## config.mk

```make
export PLATFORM = sky130hd
export DESIGN_NAME = lqrbc_mul
export DESIGN_NICKNAME = d
export VERILOG_FILES = /design/src/lqrbc_pkg.sv /design/src/lqrbc_mul.sv
export SDC_FILE = /design/constraint.sdc
export NUM_CORES = 2
export LEC_CHECK = 0
export BUFFER_PORTS_ARGS = -buffer_cell sky130_fd_sc_hd__buf_2
export CAP_MARGIN = 20
export CORE_ASPECT_RATIO = 1.1
export CORE_UTILIZATION = 40
export CTS_CLUSTER_DIAMETER = 60
export DETAILED_ROUTE_END_ITERATION = 8
export REMOVE_ABC_BUFFERS = 1
export SYNTH_ARGS = -nofsm -noshare
export SYNTH_HDL_FRONTEND = slang
export SYNTH_SLANG_ARGS = --single-unit
```

## constraint.sdc

```tcl
create_clock -name clk -period 7.8 [get_ports clk]
set_input_delay 0.39 -clock clk [delete_from_list [all_inputs] [get_ports clk]]
set_output_delay 0.39 -clock clk [all_outputs]
set_load 0.02 [all_outputs]
```

## src/lqrbc_pkg.sv

```systemverilog
// Shared types and constants of the LQR balance controller.
// No dependencies; every other file but lqrbc_sine_rom refers to this package by scoped names.
`default_nettype none
package lqrbc_pkg;

  localparam int FRAC_BITS = 16;
  localparam int GAIN_FRAC = 20;
  localparam int SIN_FRAC  = 30;
  localparam int STATE_DIM = 6;

  // Q.32 turns per radian, and the leg model terms in Q.20
  localparam logic signed [31:0] INV_2PI_Q32 = 32'sd683565276;
  localparam logic signed [31:0] GH_Q20      = 32'sd11691085;
  localparam logic signed [31:0] MG_Q20      = 32'sd91302658;

  // Shared multiplier operand and product widths
  localparam int MUL_A_W = 33;
  localparam int MUL_B_W = 32;
  localparam int MUL_P_W = MUL_A_W + MUL_B_W;

  // Divider magnitudes: numerator below 2^54, denominator below 2^28
  localparam int DVD_W = 54;
  localparam int DVS_W = 28;

  localparam logic signed [31:0] WHEEL_GAIN [2][STATE_DIM] = '{
    '{-32'sd14412760, -32'sd52382850, -32'sd485414919,
      -32'sd34577579, -32'sd53955489, -32'sd117771125},
    '{-32'sd14709276, -32'sd43826081, -32'sd484083805,
      -32'sd34241961, -32'sd48829054, -32'sd117884283}
  };
  localparam logic signed [31:0] LEG_GAIN [2][STATE_DIM] = '{
    '{-32'sd203923, 32'sd1885449, -32'sd5770736,
      -32'sd507751, 32'sd2112665, -32'sd4073538},
    '{-32'sd193184, 32'sd1697238, -32'sd5299325,
      -32'sd462112, 32'sd1999471, -32'sd3846063}
  };

  typedef enum logic [2:0] {
    CFG_VEL_STEP    = 3'd0,
    CFG_PITCH_STEP  = 3'd1,
    CFG_GAIN_SWITCH = 3'd2,
    CFG_WHEEL_RAD   = 3'd3,
    CFG_TICK_PERIOD = 3'd4
  } cfg_idx_t;

  typedef struct packed {
    logic signed [31:0] body_pos;
    logic signed [31:0] leg_pos;
    logic signed [31:0] leg_vel;
    logic signed [31:0] body_pitch;
    logic signed [31:0] pitch_rate;
    logic signed [31:0] left_wheel_speed;
    logic signed [31:0] right_wheel_speed;
    logic signed [31:0] speed_cmd;
    logic signed [31:0] yaw_cmd;
    logic signed [31:0] pitch_cmd;
  } in_item_t;

  typedef struct packed {
    logic signed [31:0] left_torque;
    logic signed [31:0] right_torque;
    logic signed [31:0] leg_force;
    logic signed [31:0] leg_reference;
    logic               second_gains;
  } out_item_t;

  typedef struct packed {
    logic             start;
    logic [DVD_W-1:0] dividend;
    logic [DVS_W-1:0] divisor;
  } div_req_t;

  typedef struct packed {
    logic             done;
    logic [DVD_W-1:0] quotient;
  } div_rsp_t;

endpackage
`default_nettype wire

```

## src/lqrbc_mul.sv

```systemverilog
// Shared signed multiplier with a registered product.
// Depends on lqrbc_pkg for operand widths.
`default_nettype none
module lqrbc_mul (
  input  wire logic                                  clk,
  input  wire logic signed [lqrbc_pkg::MUL_A_W-1:0] a,
  input  wire logic signed [lqrbc_pkg::MUL_B_W-1:0] b,
  output logic signed [lqrbc_pkg::MUL_P_W-1:0]      prod_r
);

  always_ff @(posedge clk) begin
    prod_r <= lqrbc_pkg::MUL_P_W'(a) * lqrbc_pkg::MUL_P_W'(b);
  end

endmodule
`default_nettype wire

```

# Yosys cells after proc, flatten, opt, wreduce, memory -nomap -nowiden
# Index checks and enable logic that the tools add are counted.
totals:
  regBits: 65
  in_bits: 66
  out_inout_bits: 65
  wordCells: 2
classes:
  multipliers: 1
ops:
  columns: ["cell", "n"]
  rows:
  - ["$mul A33 B32 Y65", 1]

# Longest topological paths before layout
logic_depth:
  ltp_word: 1
  depth_mapped: 29
  mapped_depth_nobuf: 27

# Least setup slack after synthesis
# OpenSTA, ideal clock, no wires.
synth_path:
  kind: "input port to flip-flop"
  from: "input port a[32] in the netlist's numbering"
  to: "register prod_r[64] in the netlist's numbering"
  setup_time_ps: 72
  arrival_ps: 7662
  required_time_ps: 7728
  setup_slack_ps: 66
  cell_stages: 26
  n_path_buf: 1
  path_cell_list: "clkbuf_1 > nand2_1 > inv_1 > fa_1 > inv_1 > fa_1 > inv_1 > fa_1 > fa_1 > inv_1 > fa_1 > inv_1 > fa_1 > inv_1 > fa_1 > inv_1 > fa_1 > ha_1 > and3_1 > and2_1 > a221o_1 > a22o_1 > a31oi_1 > o311ai_1 > o211ai_1 > xnor2_1"
synth_via:
  elab_chain_len: 1
synth_lines:
  columns: ["item", "line_no", "text"]
  rows:
  - ["start, declared", "lqrbc_mul.sv:6", "input wire logic signed [lqrbc_pkg::MUL_A_W-1:0] a,"]
  - ["$mul A33 B32 Y65", "lqrbc_mul.sv:12", "prod_r <= lqrbc_pkg::MUL_P_W'(a) * lqrbc_pkg::MUL_P_W'(b);"]
  - ["end signal, assigned", "lqrbc_mul.sv:12", null]
  - ["end, declared", "lqrbc_mul.sv:8", "output logic signed [lqrbc_pkg::MUL_P_W-1:0] prod_r"]
# Every way passes these cells.

# Worst setup path in the final report
layout_path:
  from: "input port a[21] in the netlist's numbering"
  to: "register prod_r[64] in the netlist's numbering"
# The elaborated chain is that of the path after synthesis.

==> flow_summary.yaml <==
routing:
  wirelength_um: 105000
  wl_met3_um: 3870
  drt-met1-wl_um: 38900
  drt_iter0_drc: 1333
  top_layer_used: "met5"
  ant_nets: 0
  routedWlPerCell_um: 18.8
  drc: 0
  routed-via-count: 27200
  viasPerCell: 4.88
  first_pass_iters: 5
  wl_met2_um: 57400
synthesis:
  syn_area_per_cell_sq_um: 9.53
  yosysWarnings: 0
  synth.top_cell.area_share: 0.582
  ys_ff_latch: 65
  netlist_area_sq_um: 38200
  ys_top_cells_by_area: "fa_1, inv_1, and2_1"
  synthArstFlopShare: 0
  ys_seq_area_frac: 0.0340
  syn_inst: 4014
  synthDistinctLibCells: 55
  synth_enable_flop_cells: 0
  synth_ff_type: "dfxtp_1"
  yosysTopAreaCell: "fa_1"
clock_network:
  cts_hold_buffers: 0
  clkSinkCount: 65
  numCtsBuffers: 9
  clk_root_buffer_cell: "clkbuf_16"
  cts.clk_slew.worst_paths_ps: 70
  cts_tree: "built"
  htreeDepth: 3
  clk_path_buf_depth: 2
floorplanning:
  rows: 118
  dieArea_sq_um: 96900
  ioPinCount: 131
  start_util: 0.405
  die_x_um: 297
  core_area_sq_um: 94500
  fp.dieH_um: 326
grt:
  antenna_found_initial: 8
  grt_pass1_wl_um: 172000
  gr-total-overflow: 0
  grt_max_degree: 27
  grt_pass1_vias: 31000
  grt_usage: 0.231
layout:
  final_common_cell: "fa_1"
  nNetsFinal: 5681
  utilization: 0.459
  multi_input_area_sq_um: 32600
  seqCellArea_sq_um: 1300
  largest-register: "prod_r"
  synthToLayoutAreaGrowth_pct: 13.5
  layout_common_cells: "fa_1, inv_1, nand2_1, and2_1, buf_4"
  top_regs: "prod_r: 65 flops"
  drive_above_1_share: 0.126
  largest_reg_flops: 65
  fillCellCount: 9179
  final_area_sq_um: 43400
sta:
  maxSlewHeadroom: 0.589
  max_freq_mhz: 132
  worst_slack_ps: 250
  worstMarginPinSlew_ps: 600
  fin_crit_sh: 0.968
  finalHoldViolCount: 0
  slew_viol_final: 0
  fin_crit_ps: 7550
  finalSetupViolCount: 0
  worst_hold_slack_ps: 698
critical_path:
  worstPathArrival_ps: 7830
  endpoint: "prod_r[64]"
  crit_type: "in -> reg"
  cp-startpoint: "a[21]"
  crit_fanout: 11
  start_kind: "primary input"
  cp-end-kind: "register"
  required_ps: 8080
place:
  place.gp.congestion: 0.890
  portBuffers: 130
  dpl_cell_area_sq_um: 42900
  dpl_worst_slack_ps: -706
  hpwl_um: 94300
job:
  maxCapViolations: 0
outcome:
  outcome: "completed"
min_path:
  hold_class: "in -> reg"
synth_stat cells, types with 3 or more instances:
| library cell | count |
|---|---|
| a2111oi_0 | 3 |
| a211oi_1 | 4 |
| a21o_1 | 30 |
| a21oi_1 | 70 |
| a31oi_1 | 8 |
| and2_1 | 531 |
| and3_1 | 8 |
| clkbuf_1 | 210 |
| dfxtp_1 | 65 |
| fa_1 | 1112 |
| ha_1 | 186 |
| inv_1 | 989 |
| nand2_1 | 536 |
| nand2b_1 | 11 |
| nand3_1 | 12 |
| nand4_1 | 12 |
| nor2_1 | 47 |
| nor2b_1 | 6 |
| nor3_1 | 5 |
| o211ai_1 | 4 |
| o21a_1 | 6 |
| o21ai_0 | 25 |
| o21ai_1 | 6 |
| o21bai_1 | 12 |
| o31ai_1 | 6 |
| xnor2_1 | 47 |
| xor2_1 | 27 |
logic make-up (layout without fill, tap and decap cells):
logic type	Yosys count	count (layout)	synth area share
other	0	1	0
AO/OA/AOI/OAI	202	202	0.0347
XOR/XNOR	74	74	0.0169
adder cells (fa/ha/maj)	1298	1298	0.643
flip-flops	65	65	0.0340
AND/OR/NAND/NOR	1175	1175	0.154
buffers and inverters	1200	1508	0.118
metal layers:
metal	vias to the layer above	GRT usage
met5	-	0
met4	6	0.102
met3	207	0.0192
met2	668	0.428
met1	14300	0.271
li1	12000	-
cell type report:
cell class,instances,area share
multi-input combinational,2749,0.751
timing repair buffer,503,0.0903
inverter,989,0.0855
tap,1260,0.0363
sequential,65,0.0300
clock buffer,9,0.00519
clock inverter,7,0.00196
antenna,1,0.0000577
metrics by stage:
stage,cells,setup TNS [ps]
3_3_place_gp,5565,-5630
2_1_floorplan,3803,0
4_1_cts,5581,0
5_1_grt,5583,-12.7
6_report,5583,0
3_5_place_dp,5565,-5660
worst max-delay path, stage by stage:
cell,delay (ps)
buf_2,290
buf_4,240
nand2_1,90
fa_1,570
fa_1,430
fa_1,520
fa_1,570
inv_1,60
fa_1,490
fa_1,500
fa_1,560
fa_1,470
ha_4,320
inv_1,50
o31ai_1,300
a21oi_1,100
nand4_1,200
a31oi_2,190
o311ai_2,360
buf_4,240
a31oi_1,110
buf_4,180
o311ai_2,290
o211ai_1,160
xnor2_1,140
worst min-delay path by stage:
stage | start | end | slack, ps | depth (start not counted)
6_report | b[0] | prod_r[0] | 700 | 3
5_1_grt | b[0] | prod_r[0] | 710 | 3
4_1_cts | b[0] | prod_r[0] | 670 | 3
3_5_place_dp | prod_r[51] | prod_r[51] | 800 | 1
3_3_place_gp | prod_r[21] | prod_r[21] | 810 | 1
2_1_floorplan | a[0] | prod_r[0] | 510 | 1
timing repair:
action                                  CTS  global route
buffers inserted                          0             1
hold endpoints to repair                  0             0
pin swaps                                 1             5
endpoints found under the setup margin    5            15
gates resized for setup                  13            30
Power is left out: the tool's default activity adds up to more than one toggle a clock period on the data nets, which glitch-free logic cannot reach.
