===== config.mk =====
export PLATFORM = sky130hd
export DESIGN_NAME = lqrbc_div
export DESIGN_NICKNAME = d
export VERILOG_FILES = /design/src/lqrbc_pkg.sv /design/src/lqrbc_div.sv
export SDC_FILE = /design/constraint.sdc
export NUM_CORES = 1
export LEC_CHECK = 0
export BUFFER_PORTS_ARGS = -buffer_cell sky130_fd_sc_hd__buf_2
export CORE_AREA = 5 5 103 129
export CTS_BUF_LIST = sky130_fd_sc_hd__clkbuf_8
export DETAILED_ROUTE_END_ITERATION = 12
export DIE_AREA = 0 0 108 134
export PLACE_DENSITY = 0.79
export SYNTH_ARGS = -nofsm -noshare
export SYNTH_HDL_FRONTEND = slang
export SYNTH_SLANG_ARGS = --single-unit

===== constraint.sdc =====
create_clock -name clk -period 4.4 [get_ports clk]
set_clock_uncertainty 0.1 [all_clocks]
set_input_delay 0 -clock clk [delete_from_list [all_inputs] [get_ports clk]]
set_output_delay 0 -clock clk [all_outputs]
set_load 0.03 [all_outputs]

===== src/lqrbc_pkg.sv =====
// Shared types and constants of the LQR balance controller.
// No dependencies; every other file but lqrbc_sine_rom refers to this package by scoped names.
`default_nettype none
package lqrbc_pkg;

  localparam int FRAC_BITS = 16;
  localparam int GAIN_FRAC = 20;
  localparam int SIN_FRAC  = 30;
  localparam int STATE_DIM = 6;

  // Q.32 turns per radian, and the leg model terms in Q.20
  localparam logic signed [31:0] INV_2PI_Q32 = 32'sd683565276;
  localparam logic signed [31:0] GH_Q20      = 32'sd11691085;
  localparam logic signed [31:0] MG_Q20      = 32'sd91302658;

  // Shared multiplier operand and product widths
  localparam int MUL_A_W = 33;
  localparam int MUL_B_W = 32;
  localparam int MUL_P_W = MUL_A_W + MUL_B_W;

  // Divider magnitudes: numerator below 2^54, denominator below 2^28
  localparam int DVD_W = 54;
  localparam int DVS_W = 28;

  localparam logic signed [31:0] WHEEL_GAIN [2][STATE_DIM] = '{
    '{-32'sd14412760, -32'sd52382850, -32'sd485414919,
      -32'sd34577579, -32'sd53955489, -32'sd117771125},
    '{-32'sd14709276, -32'sd43826081, -32'sd484083805,
      -32'sd34241961, -32'sd48829054, -32'sd117884283}
  };
  localparam logic signed [31:0] LEG_GAIN [2][STATE_DIM] = '{
    '{-32'sd203923, 32'sd1885449, -32'sd5770736,
      -32'sd507751, 32'sd2112665, -32'sd4073538},
    '{-32'sd193184, 32'sd1697238, -32'sd5299325,
      -32'sd462112, 32'sd1999471, -32'sd3846063}
  };

  typedef enum logic [2:0] {
    CFG_VEL_STEP    = 3'd0,
    CFG_PITCH_STEP  = 3'd1,
    CFG_GAIN_SWITCH = 3'd2,
    CFG_WHEEL_RAD   = 3'd3,
    CFG_TICK_PERIOD = 3'd4
  } cfg_idx_t;

  typedef struct packed {
    logic signed [31:0] body_pos;
    logic signed [31:0] leg_pos;
    logic signed [31:0] leg_vel;
    logic signed [31:0] body_pitch;
    logic signed [31:0] pitch_rate;
    logic signed [31:0] left_wheel_speed;
    logic signed [31:0] right_wheel_speed;
    logic signed [31:0] speed_cmd;
    logic signed [31:0] yaw_cmd;
    logic signed [31:0] pitch_cmd;
  } in_item_t;

  typedef struct packed {
    logic signed [31:0] left_torque;
    logic signed [31:0] right_torque;
    logic signed [31:0] leg_force;
    logic signed [31:0] leg_reference;
    logic               second_gains;
  } out_item_t;

  typedef struct packed {
    logic             start;
    logic [DVD_W-1:0] dividend;
    logic [DVS_W-1:0] divisor;
  } div_req_t;

  typedef struct packed {
    logic             done;
    logic [DVD_W-1:0] quotient;
  } div_rsp_t;

endpackage
`default_nettype wire


===== src/lqrbc_div.sv =====
// Restoring unsigned divider, one quotient bit per cycle.
// Depends on lqrbc_pkg for the request and response structs.
`default_nettype none
module lqrbc_div (
  input  wire logic                clk,
  input  wire logic                rst_n,
  input  wire lqrbc_pkg::div_req_t req,
  output lqrbc_pkg::div_rsp_t      rsp
);

  localparam int DVD_W = lqrbc_pkg::DVD_W;
  localparam int DVS_W = lqrbc_pkg::DVS_W;
  localparam int CNT_W = $clog2(DVD_W + 1);

  logic             busy_r;
  logic             done_r;
  logic [CNT_W-1:0] cnt_r;
  logic [DVD_W-1:0] dvd_r;
  logic [DVS_W-1:0] dvs_r;
  logic [DVS_W:0]   rem_r;
  logic [DVS_W:0]   rem_sh;
  logic [DVS_W:0]   rem_n;
  logic             ge;

  always_comb begin
    rem_sh = {rem_r[DVS_W-1:0], dvd_r[DVD_W-1]};
    ge     = rem_sh >= {1'b0, dvs_r};
    rem_n  = ge ? rem_sh - {1'b0, dvs_r} : rem_sh;
  end

  always_ff @(posedge clk) begin
    if (!rst_n) begin
      busy_r <= 1'b0;
      done_r <= 1'b0;
      cnt_r  <= '0;
    end else begin
      done_r <= 1'b0;
      if (req.start) begin
        busy_r <= 1'b1;
        cnt_r  <= CNT_W'(DVD_W);
        dvd_r  <= req.dividend;
        dvs_r  <= req.divisor;
        rem_r  <= '0;
      end else if (busy_r) begin
        rem_r <= rem_n;
        dvd_r <= {dvd_r[DVD_W-2:0], ge};
        cnt_r <= cnt_r - 1'b1;
        if (cnt_r == CNT_W'(1)) begin
          busy_r <= 1'b0;
          done_r <= 1'b1;
        end
      end
    end
  end

  assign rsp.done     = done_r;
  assign rsp.quotient = dvd_r;

endmodule
`default_nettype wire


# After elaboration in Yosys (flattened, before gate mapping)

Cells that the tools add are included.

Add/subtract/negate cells: 2
Magnitude comparators: 1
Eq/ne operators: 1
Multiplexer cells: 10
Bitwise operators: 2
Reduce and logical (&&, ||, !) cells: 5

Operator list:

| operator                                                            | number |
|---|---|
| 54-bit two-way mux                                                  | 2 |
| 28-bit two-way mux                                                  | 2 |
| 29-bit by 28-bit >= comparator with 1-bit output                    | 1 |
| 28-bit subtractor                                                   | 1 |
| 6-bit two-way mux                                                   | 2 |
| 6-bit by 1-bit == test with 1-bit output (second input constant)    | 1 |
| 6-bit by 1-bit subtractor with 6-bit output (second input constant) | 1 |
| 1-bit two-way mux                                                   | 4 |
| 2-bit AND reduction                                                 | 2 |
| 3-bit OR reduction                                                  | 1 |
| 1-bit NOT                                                           | 2 |
| 2-bit nonzero test                                                  | 1 |
| 2-bit OR reduction                                                  | 1 |

Flip-flop bits (word level): 118
Output and inout port bits: 55

# Logic depth before layout (Yosys ltp)

Gate-level depths: netlist of the first run.

Depth after elaboration: 4
Gate-level depth with buffers: 14
Gate-level depth less buffers: 12

# Worst setup path after synthesis of the first run

Ideal clock, no wire load.

Path kind: register -> register
Start point: register rem_r[6]
End point: register dvd_r[0] (data pin)
Data arrival time: 2.788 ns
Required time: 4.040 ns
Slack: 1.253 ns
Cell stages (with the launch flop): 13
Clock period less this slack: 3.147 ns
Path through: edfxtp_1 ha_1 buf_6 a21o_1 a31oi_4 a21oi_2 a211oi_4 and2b_4 a211oi_2 or4_1 buf_6 buf_6 mux2_2

Longest elaborated chain between the ends: 3

RTL lines:

| element                                          | line            | RTL |
|---|---|---|
| from (decl)                                      | lqrbc_div.sv:20 | `logic [DVS_W:0] rem_r;` |
| from (signal assigned)                           | lqrbc_div.sv:45 | `rem_r <= rem_n;` |
| 29-bit by 28-bit >= comparator with 1-bit output | lqrbc_div.sv:27 | `ge = rem_sh >= {1'b0, dvs_r};` |
| 54-bit two-way mux                               | lqrbc_div.sv:44 | `end else if (busy_r) begin` |
| 54-bit two-way mux                               | lqrbc_div.sv:38 | `if (req.start) begin` |
| to (signal assigned)                             | lqrbc_div.sv:41 | `dvd_r <= req.dividend;` |
| to (signal assigned)                             | lqrbc_div.sv:46 | `dvd_r <= {dvd_r[DVD_W-2:0], ge};` |
| to (decl)                                        | lqrbc_div.sv:18 | `logic [DVD_W-1:0] dvd_r;` |

Every way passes these cells. The select of a mux whose other input is x is not followed.
A chain may end at the register's enable or synchronous reset.

# Final worst setup path of the first run

Start point: register rem_r[15]
End point: register rem_r[19] (data pin)

Longest elaborated chain between the ends: 3

RTL lines:

| element                                                                               | line                             | RTL |
|---|---|---|
| 28-bit subtractor or 29-bit by 28-bit >= comparator with 1-bit output (tied branches) | lqrbc_div.sv:28, lqrbc_div.sv:27 |  |
| 28-bit two-way mux *                                                                  | lqrbc_div.sv:28                  | `rem_n = ge ? rem_sh - {1'b0, dvs_r} : rem_sh;` |
| 28-bit two-way mux *                                                                  | lqrbc_div.sv:44                  |  |

Mark *: on every way between the ends. The rest lies on a longest branch, timed or not. The select of a mux whose other input is x is not followed.

==> results of run 1 <==
==> state kept, by name, indices dropped and copies added, names as in the netlist <==
signal and count:
dvs_r 28, busy_r 1, cnt_r 6, rem_r 28, dvd_r 54, done_r 1
==> routing by layer <==
metal | routed length [um] | part of all wire [%] | up-vias | global-route usage, %
li1 | - | - | 2369 | -
met3 | 1460 | 8.9 | 24 | 7.70
met4 | 355 | 2.2 | 0 | 9.26
met2 | 8260 | 50 | 244 | 39.8
met5 | 0 | 0 | - | 0
met1 | 6410 | 39 | 2421 | 27.7
==> how the worst max path moves through the flow <==
stage	from	slack, ns	end
after floorplan	rem_r[6]	1.25	dvd_r[0]
after global placement	rem_r[6]	1.14	rem_r[19]
after detailed placement	rem_r[6]	1.04	rem_r[2]
after CTS	rem_r[6]	1.03	rem_r[19]
after global routing	dvd_r[53]	0.85	rem_r[16]
final	rem_r[15]	0.98	rem_r[19]
==> critical path, cell delays in order, from the launching register on <==
cell                       delay, ns
sky130_fd_sc_hd__edfxtp_1       0.42
sky130_fd_sc_hd__ha_1           0.40
sky130_fd_sc_hd__a21o_1         0.25
sky130_fd_sc_hd__a211oi_2       0.15
sky130_fd_sc_hd__o21ai_0        0.16
sky130_fd_sc_hd__o21ai_0        0.37
sky130_fd_sc_hd__a22o_1         0.21
sky130_fd_sc_hd__a211oi_2       0.05
sky130_fd_sc_hd__or4_1          0.51
sky130_fd_sc_hd__buf_4          0.24
sky130_fd_sc_hd__mux2i_1        0.23
sky130_fd_sc_hd__nor2_1         0.06
==> layout make-up <==
| cell class | count | share of cell area [%] |
|---|---|---|
| flip-flops and latches | 118 | 40.7 |
| multi-input cells | 340 | 31.3 |
| repair buffers | 239 | 19.9 |
| clock buffers | 17 | 2.75 |
| well taps | 164 | 2.41 |
| inverters | 36 | 1.59 |
| clock inverters | 14 | 1.44 |
==> layout by cell type (no fill, tap or decap), types with 7 or more instances in the layout <==
cell                            instances
sky130_fd_sc_hd__buf_2                138
sky130_fd_sc_hd__edfxtp_1             110
sky130_fd_sc_hd__dlygate4sd3_1         96
sky130_fd_sc_hd__mux2_2                54
sky130_fd_sc_hd__nor2_1                45
sky130_fd_sc_hd__inv_1                 40
sky130_fd_sc_hd__a21oi_1               31
sky130_fd_sc_hd__ha_1                  30
sky130_fd_sc_hd__mux2i_1               23
sky130_fd_sc_hd__nand2_1               21
sky130_fd_sc_hd__o21ai_0               20
sky130_fd_sc_hd__xnor2_1               18
sky130_fd_sc_hd__clkbuf_8              17
sky130_fd_sc_hd__nand3_1               11
sky130_fd_sc_hd__xor2_1                 9
sky130_fd_sc_hd__o21a_1                 8
sky130_fd_sc_hd__dfxtp_1                8
sky130_fd_sc_hd__a211oi_2               7
==> per-stage QoR <==
| stage | setup slack, ns | std cells | hold slack, ns | util (%) | area, um^2 |
|---|---|---|---|---|---|
| 2_1_floorplan | 1.25 | 519 | -0.00113 | - | 6390 |
| 3_3_place_gp | 1.14 | 801 | 0.0785 | 60.2 | 7190 |
| 3_5_place_dp | 1.04 | 801 | 0.0781 | 60.2 | 7190 |
| 4_1_cts | 1.03 | 928 | 0.129 | 71.3 | 8510 |
| 5_1_grt | 0.852 | 928 | 0.143 | 71.3 | 8510 |
| 6_report | 0.979 | 928 | 0.154 | 71.3 | 8510 |
==> power groups by stage <==
stage / Combinational [mW] / Sequential, mW / Clock, mW
2_1_floorplan: 0.511 / 1.47 / 0
3_3_place_gp: 0.717 / 1.41 / 0
3_5_place_dp: 0.740 / 1.41 / 0
4_1_cts: 0.814 / 1.39 / 0.937
5_1_grt: 0.902 / 1.40 / 0.991
6_report: 0.827 / 1.39 / 0.931
==> kinds of logic after synthesis <==
kind of cell             after synthesis  share of synthesized area [%]
flip-flops                           118                           54.2
AND/OR/NAND/NOR                      111                           8.31
AO/OA/AOI/OAI                         94                           10.2
multiplexers                          77                           13.1
buffers and inverters                 61                           4.25
adder cells (fa/ha/maj)               31                           6.19
XOR/XNOR                              27                           3.70
==> repair_timing <==
action / CTS / global route
endpoints found under the hold margin: 90 / 0
buffers inserted: 0 / 0
resized for setup: 0 / 0
hold buffers: 96 / 0
==> flow_summary.json, run 1 <==
{
  "outcome": "completed",
  "power.clock.fraction_pct": 29.6,
  "detail_route.first_pass.iterations": 5,
  "worst_r2r_path_depth": 11,
  "hold_path.class": "in2reg",
  "netSwitchingPower_uw": 952,
  "fmax_mhz": 292,
  "synth-seq-cells": 118,
  "seq_area_frac_synth_pct": 54.2,
  "route.detailed.wl_per_inst_um": 17.8,
  "setup-tns-final_ns": 0,
  "power.share.combinational_pct": 26.2,
  "setup-violations-final": 0,
  "width_of_the_chip_um": 108,
  "fp.dieH_um": 134,
  "detailedRoute.firstIterationViolations": 255,
  "post_route_cells_drive_above_1_share_pct": 30.5,
  "place_hpwl_mm": 10.2,
  "synth_edf_count": 110,
  "placeableCoreArea_mm2": 0.0119,
  "r2r_start": "rem_r[15]",
  "final_max_slew_viol_count": 0,
  "postSynthAreaPerCell_um2": 12.3,
  "postRouteWirelength_mm": 16.5,
  "syn_area_mm2": 0.00639,
  "design.final.nets": 868,
  "cts_root_buf": "sky130_fd_sc_hd__clkbuf_8",
  "synthTopCellsByCount": "sky130_fd_sc_hd__edfxtp_1 (110), sky130_fd_sc_hd__mux2_2 (54), sky130_fd_sc_hd__nor2_1 (45), sky130_fd_sc_hd__inv_1 (36), sky130_fd_sc_hd__a21oi_1 (31)",
  "num_io_pins": 140,
  "p_total_mw": 3.15,
  "cts-root-to-sink-buffers": 2,
  "die_area_mm2": 0.0145,
  "place.port_buffers": 139,
  "crit_path_max_fanout": 14,
  "cts_made_buffers": 17,
  "floorplan.rows": 45,
  "timing_worst_slew_pin_value_ns": 1.16,
  "cts_num_sinks": 118,
  "path_class": "reg2reg",
  "ant_nets": 0,
  "swShare_pct": 30.2,
  "yosysUniqueCellTypes": 53,
  "maxCapViolations": 0,
  "final_count_of_hold_timing_violations": 0,
  "max-vdd-ir-drop_mv": 0.230,
  "synthToLayoutAreaGrowth_pct": 33.2,
  "floorplan.initialDensity_pct": 53.5,
  "r2r_setup_slack_ns": 0.98,
  "syn-num-nets": 635,
  "p_leak_nw": 3.54,
  "p_int_mw": 2.20,
  "route.detailed.vias_per_inst": 5.45,
  "synth_cells": 519,
  "clkSlewWorstSetupHoldPaths_ns": 0.07,
  "routed_vias": 5058,
  "global_route.usage.total_pct": 23.6,
  "worst_hold_startpoint": "req[22]",
  "gp_routability_congestion": 0.863,
  "drcViolationCount": 0,
  "sequentialPowerShare_pct": 44.2,
  "synthTopCellsByArea": "sky130_fd_sc_hd__edfxtp_1 (52%), sky130_fd_sc_hd__mux2_2 (9.5%), sky130_fd_sc_hd__ha_1 (5.9%)",
  "synthArstFlopShare_pct": 0,
  "slew_headroom_pct": 22.3,
  "grt_max_degree": 84,
  "synth_area_leader_cell": "sky130_fd_sc_hd__edfxtp_1",
  "n_antenna_cell": 0,
  "critical_path_capture_point_type": "flip-flop",
  "cp_data_arrival_time_ns": 3.49,
  "synth_ff_type": "sky130_fd_sc_hd__edfxtp_1",
  "crit_path_start_kind": "flip-flop",
  "globalRoute.totalOverflow": 0,
  "min_period_ns": 3.42,
  "synth_most_common_cell": "sky130_fd_sc_hd__edfxtp_1",
  "antenna_found_initial": 0,
  "clock_tree.htree_level_count": 4,
  "clock_tree_from_tritoncts": "done",
  "fillers": 844,
  "synth_top_area_share_pct": 51.7,
  "yosys_warnings": 0,
  "hold-path-cell-count": 2,
  "grt_first_pass_wirelength_mm": 26.3,
  "unrepaired_setup_endpoints_after_global_routing": "no",
  "number_of_global_route_vias_before_repair": 5282,
  "min_delay_worst_endpoint": "dvs_r[22]",
  "required_time_of_the_critical_path_ns": 4.47,
  "pwr_density_cell_mw_per_mm2": 370,
  "clk_latency_ns": 0.45,
  "layout_worst_path_cycle_share_pct": 77.8,
  "layout.area.seq_mm2": 0.00346,
  "multi_input_comb_area_mm2": 0.00266,
  "regToRegEndpoint": "rem_r[19]"
}
No activity file was read; power rests on OpenSTA's default activity.
==> run 2, diff against run 1 <==
--- a/config.mk
+++ b/config.mk
@@ -6,11 +6,11 @@
 export NUM_CORES = 1
 export LEC_CHECK = 0
 export BUFFER_PORTS_ARGS = -buffer_cell sky130_fd_sc_hd__buf_2
-export CORE_AREA = 5 5 103 129
+export CORE_AREA = 5 5 107 134
 export CTS_BUF_LIST = sky130_fd_sc_hd__clkbuf_8
 export DETAILED_ROUTE_END_ITERATION = 12
-export DIE_AREA = 0 0 108 134
-export PLACE_DENSITY = 0.79
+export DIE_AREA = 0 0 112 139
+export PLACE_DENSITY = 0.77
 export SYNTH_ARGS = -nofsm -noshare
 export SYNTH_HDL_FRONTEND = slang
 export SYNTH_SLANG_ARGS = --single-unit
==> constraint.sdc (replaced) <==
create_clock -name clk -period 3 [get_ports clk]
set_clock_uncertainty 0.1 [all_clocks]
set_input_delay 0 -clock clk [delete_from_list [all_inputs] [get_ports clk]]
set_output_delay 0 -clock clk [all_outputs]
set_load 0.03 [all_outputs]
==> flow_summary.json, run 2 (same netlist as run 1, synthesis figures left out) <==
{
  "grt_first_pass_wirelength_mm": 27.4,
  "worst_slack_ns": 0.0110,
  "clock_tree.htree_level_count": 4,
  "clock_tree_from_tritoncts": "done",
  "cts_num_sinks": 118,
  "timing_worst_slew_pin_value_ns": 0.635,
  "num_io_pins": 140,
  "antenna_found_initial": 0,
  "register_containing_the_most_flip_flops_in_the_final_layout": "dvd_r",
  "crit_end": "dvd_r[0]",
  "drcViolationCount": 0,
  "synthToLayoutAreaGrowth_pct": 43.3,
  "floorplan.initialDensity_pct": 49.1,
  "slew_headroom_pct": 57.6,
  "route.detailed.wl_per_inst_um": 17.8,
  "setup-violations-final": 0,
  "fp.dieH_um": 139,
  "detailedRoute.firstIterationViolations": 305,
  "cp_cell_sequence": "ha_1, buf_4, nand3_1, nor2_2, a211oi_4, and2b_4, a211oi_2, or4_4, buf_12, mux2_2",
  "power.clock.fraction_pct": 30.7,
  "hold_path.class": "in2reg",
  "cts-root-to-sink-buffers": 2,
  "place.detailed.instances": 850,
  "worst_r2r_path_depth": 10,
  "fmax_mhz": 335,
  "pwr_density_cell_mw_per_mm2": 554,
  "p_leak_nw": 3.82,
  "maxCapViolations": 0,
  "swShare_pct": 29.9,
  "power.share.combinational_pct": 28.9,
  "setup_slack_at_placement_ns": -0.0960,
  "n_antenna_cell": 0,
  "largest_register_ff_count": 54,
  "width_of_the_chip_um": 112,
  "r2r_setup_slack_ns": 0.01,
  "grt_max_degree": 55,
  "unrepaired_setup_endpoints_after_global_routing": "yes",
  "critical_path_capture_point_type": "flip-flop",
  "crit_path_top_delay_cell": "sky130_fd_sc_hd__or4_4",
  "detail_route.first_pass.iterations": 5,
  "cp_num_cells": 10,
  "gp_routability_congestion": 0.877,
  "final_cell_mix": "sky130_fd_sc_hd__buf_2 (138), sky130_fd_sc_hd__edfxtp_1 (110), sky130_fd_sc_hd__dlygate4sd3_1 (85)",
  "clkSlewWorstSetupHoldPaths_ns": 0.08,
  "layout.cells.most_common": "sky130_fd_sc_hd__buf_2",
  "ant_nets": 0,
  "required_time_of_the_critical_path_ns": 3.11,
  "crit_start": "rem_r[6]",
  "globalRoute.totalOverflow": 0,
  "sequentialPowerShare_pct": 40.4,
  "design.final.nets": 912,
  "hold-path-cell-count": 2,
  "slowest_delay_ns": 0.56,
  "place.port_buffers": 139,
  "layout_top_registers": "dvd_r (54), dvs_r (28), rem_r (28)",
  "p_int_mw": 3.55,
  "floorplan.rows": 47,
  "cp_data_arrival_time_ns": 3.10,
  "post_route_cells_drive_above_1_share_pct": 41.0,
  "place_hpwl_mm": 10.8,
  "layout_worst_path_cycle_share_pct": 99.6,
  "clk_latency_ns": 0.46,
  "routed_vias": 5259,
  "cts_root_buf": "sky130_fd_sc_hd__clkbuf_8",
  "placement.cell_area_mm2": 0.00754,
  "postRouteWirelength_mm": 17.5,
  "netSwitchingPower_mw": 1.52,
  "summed_area_of_non_filler_cells_in_the_final_layout_mm2": 0.00915,
  "global_route.usage.total_pct": 21.8,
  "number_of_global_route_vias_before_repair": 5557,
  "final_max_slew_viol_count": 0,
  "min_period_ns": 2.99,
  "final-instance-count-excl-fill": 980,
  "cts_made_buffers": 17,
  "crit_path_start_kind": "flip-flop",
  "regToRegEndpoint": "dvd_r[0]",
  "path_class": "reg2reg",
  "worstPathBufferInverterCount": 2,
  "r2r_start": "rem_r[6]",
  "final_count_of_hold_timing_violations": 0,
  "crit_path_max_fanout": 12,
  "die_area_mm2": 0.0156,
  "outcome": "completed",
  "max-vdd-ir-drop_mv": 0.490,
  "route.detailed.vias_per_inst": 5.37,
  "fillers": 872,
  "setup-tns-final_ns": 0,
  "placeableCoreArea_mm2": 0.0130,
  "cp_top_family": "simple AND/OR/NAND/NOR gates"
}
==> run 2: cell count changes in the layout (fill, tap and decap cells not counted), sizes merged <==
cell         change
buf             +53
bufinv           +1
clkbuf           +4
clkinv           -3
clkinvlp         +2
dlygate4sd3     -11
inv              -1
==> run 2: power groups by stage <==
stage | combinational, mW | sequential [mW] | clock [mW]
after floorplan | 0.752 | 2.15 | 0
after CTS | 1.32 | 2.03 | 1.57
after global placement | 1.17 | 2.07 | 0
after detailed placement | 1.21 | 2.07 | 0
after global routing | 1.58 | 2.06 | 1.64
final | 1.46 | 2.05 | 1.56
==> run 2: worst min path at each step <==
stage / startpoint / endpoint / slack, ns
finish: req[3] / dvs_r[3] / 0.15
global route: req[22] / dvs_r[22] / 0.16
CTS: req[22] / dvs_r[22] / 0.14
detailed placement: req[12] / dvs_r[12] / 0.08
global placement: req[26] / dvs_r[26] / 0.08
floorplan: req[0] / dvs_r[0] / -0.001
==> run 2: per-stage QoR <==
step / utilization [%] / total power, mW / hold WS (ns)
2_1_floorplan: - / 2.90 / -0.00113
3_3_place_gp: 58.0 / 3.24 / 0.0800
3_5_place_dp: 58.0 / 3.28 / 0.0781
4_1_cts: 68.1 / 4.93 / 0.137
5_1_grt: 70.4 / 5.28 / 0.158
6_report: 70.4 / 5.07 / 0.154
==> run 2: final cells by class <==
type / instances / area (um^2) / share of cell area (%)
Clock buffer: 19 / 262 / 2.86
Clock inverter: 13 / 159 / 1.74
Inverter: 36 / 135 / 1.48
Multi-Input combinational cell: 340 / 2840 / 31.0
Sequential cell: 118 / 3460 / 37.8
Tap cell: 171 / 214 / 2.34
Timing Repair Buffer: 283 / 2080 / 22.7
==> run 2: timing repair <==
action / 4_1_cts / 5_1_grt
cloned: 0 / 2
setup endpoints to repair: 28 / 29
pin swaps: 2 / 12
gates resized for setup: 9 / 43
hold buffers: 85 / 0
endpoints found under the hold margin: 90 / 0
buffers inserted: 2 / 10
==> run 2: routing by layer <==
metal / routed length [um] / vias to the layer above / GRT usage [%]
li1: - / 2469 / -
met1: 6730 / 2523 / 25.4
met2: 8930 / 231 / 37.6
met3: 1400 / 36 / 7.03
met4: 409 / 0 / 7.78
met5: 0 / - / 0
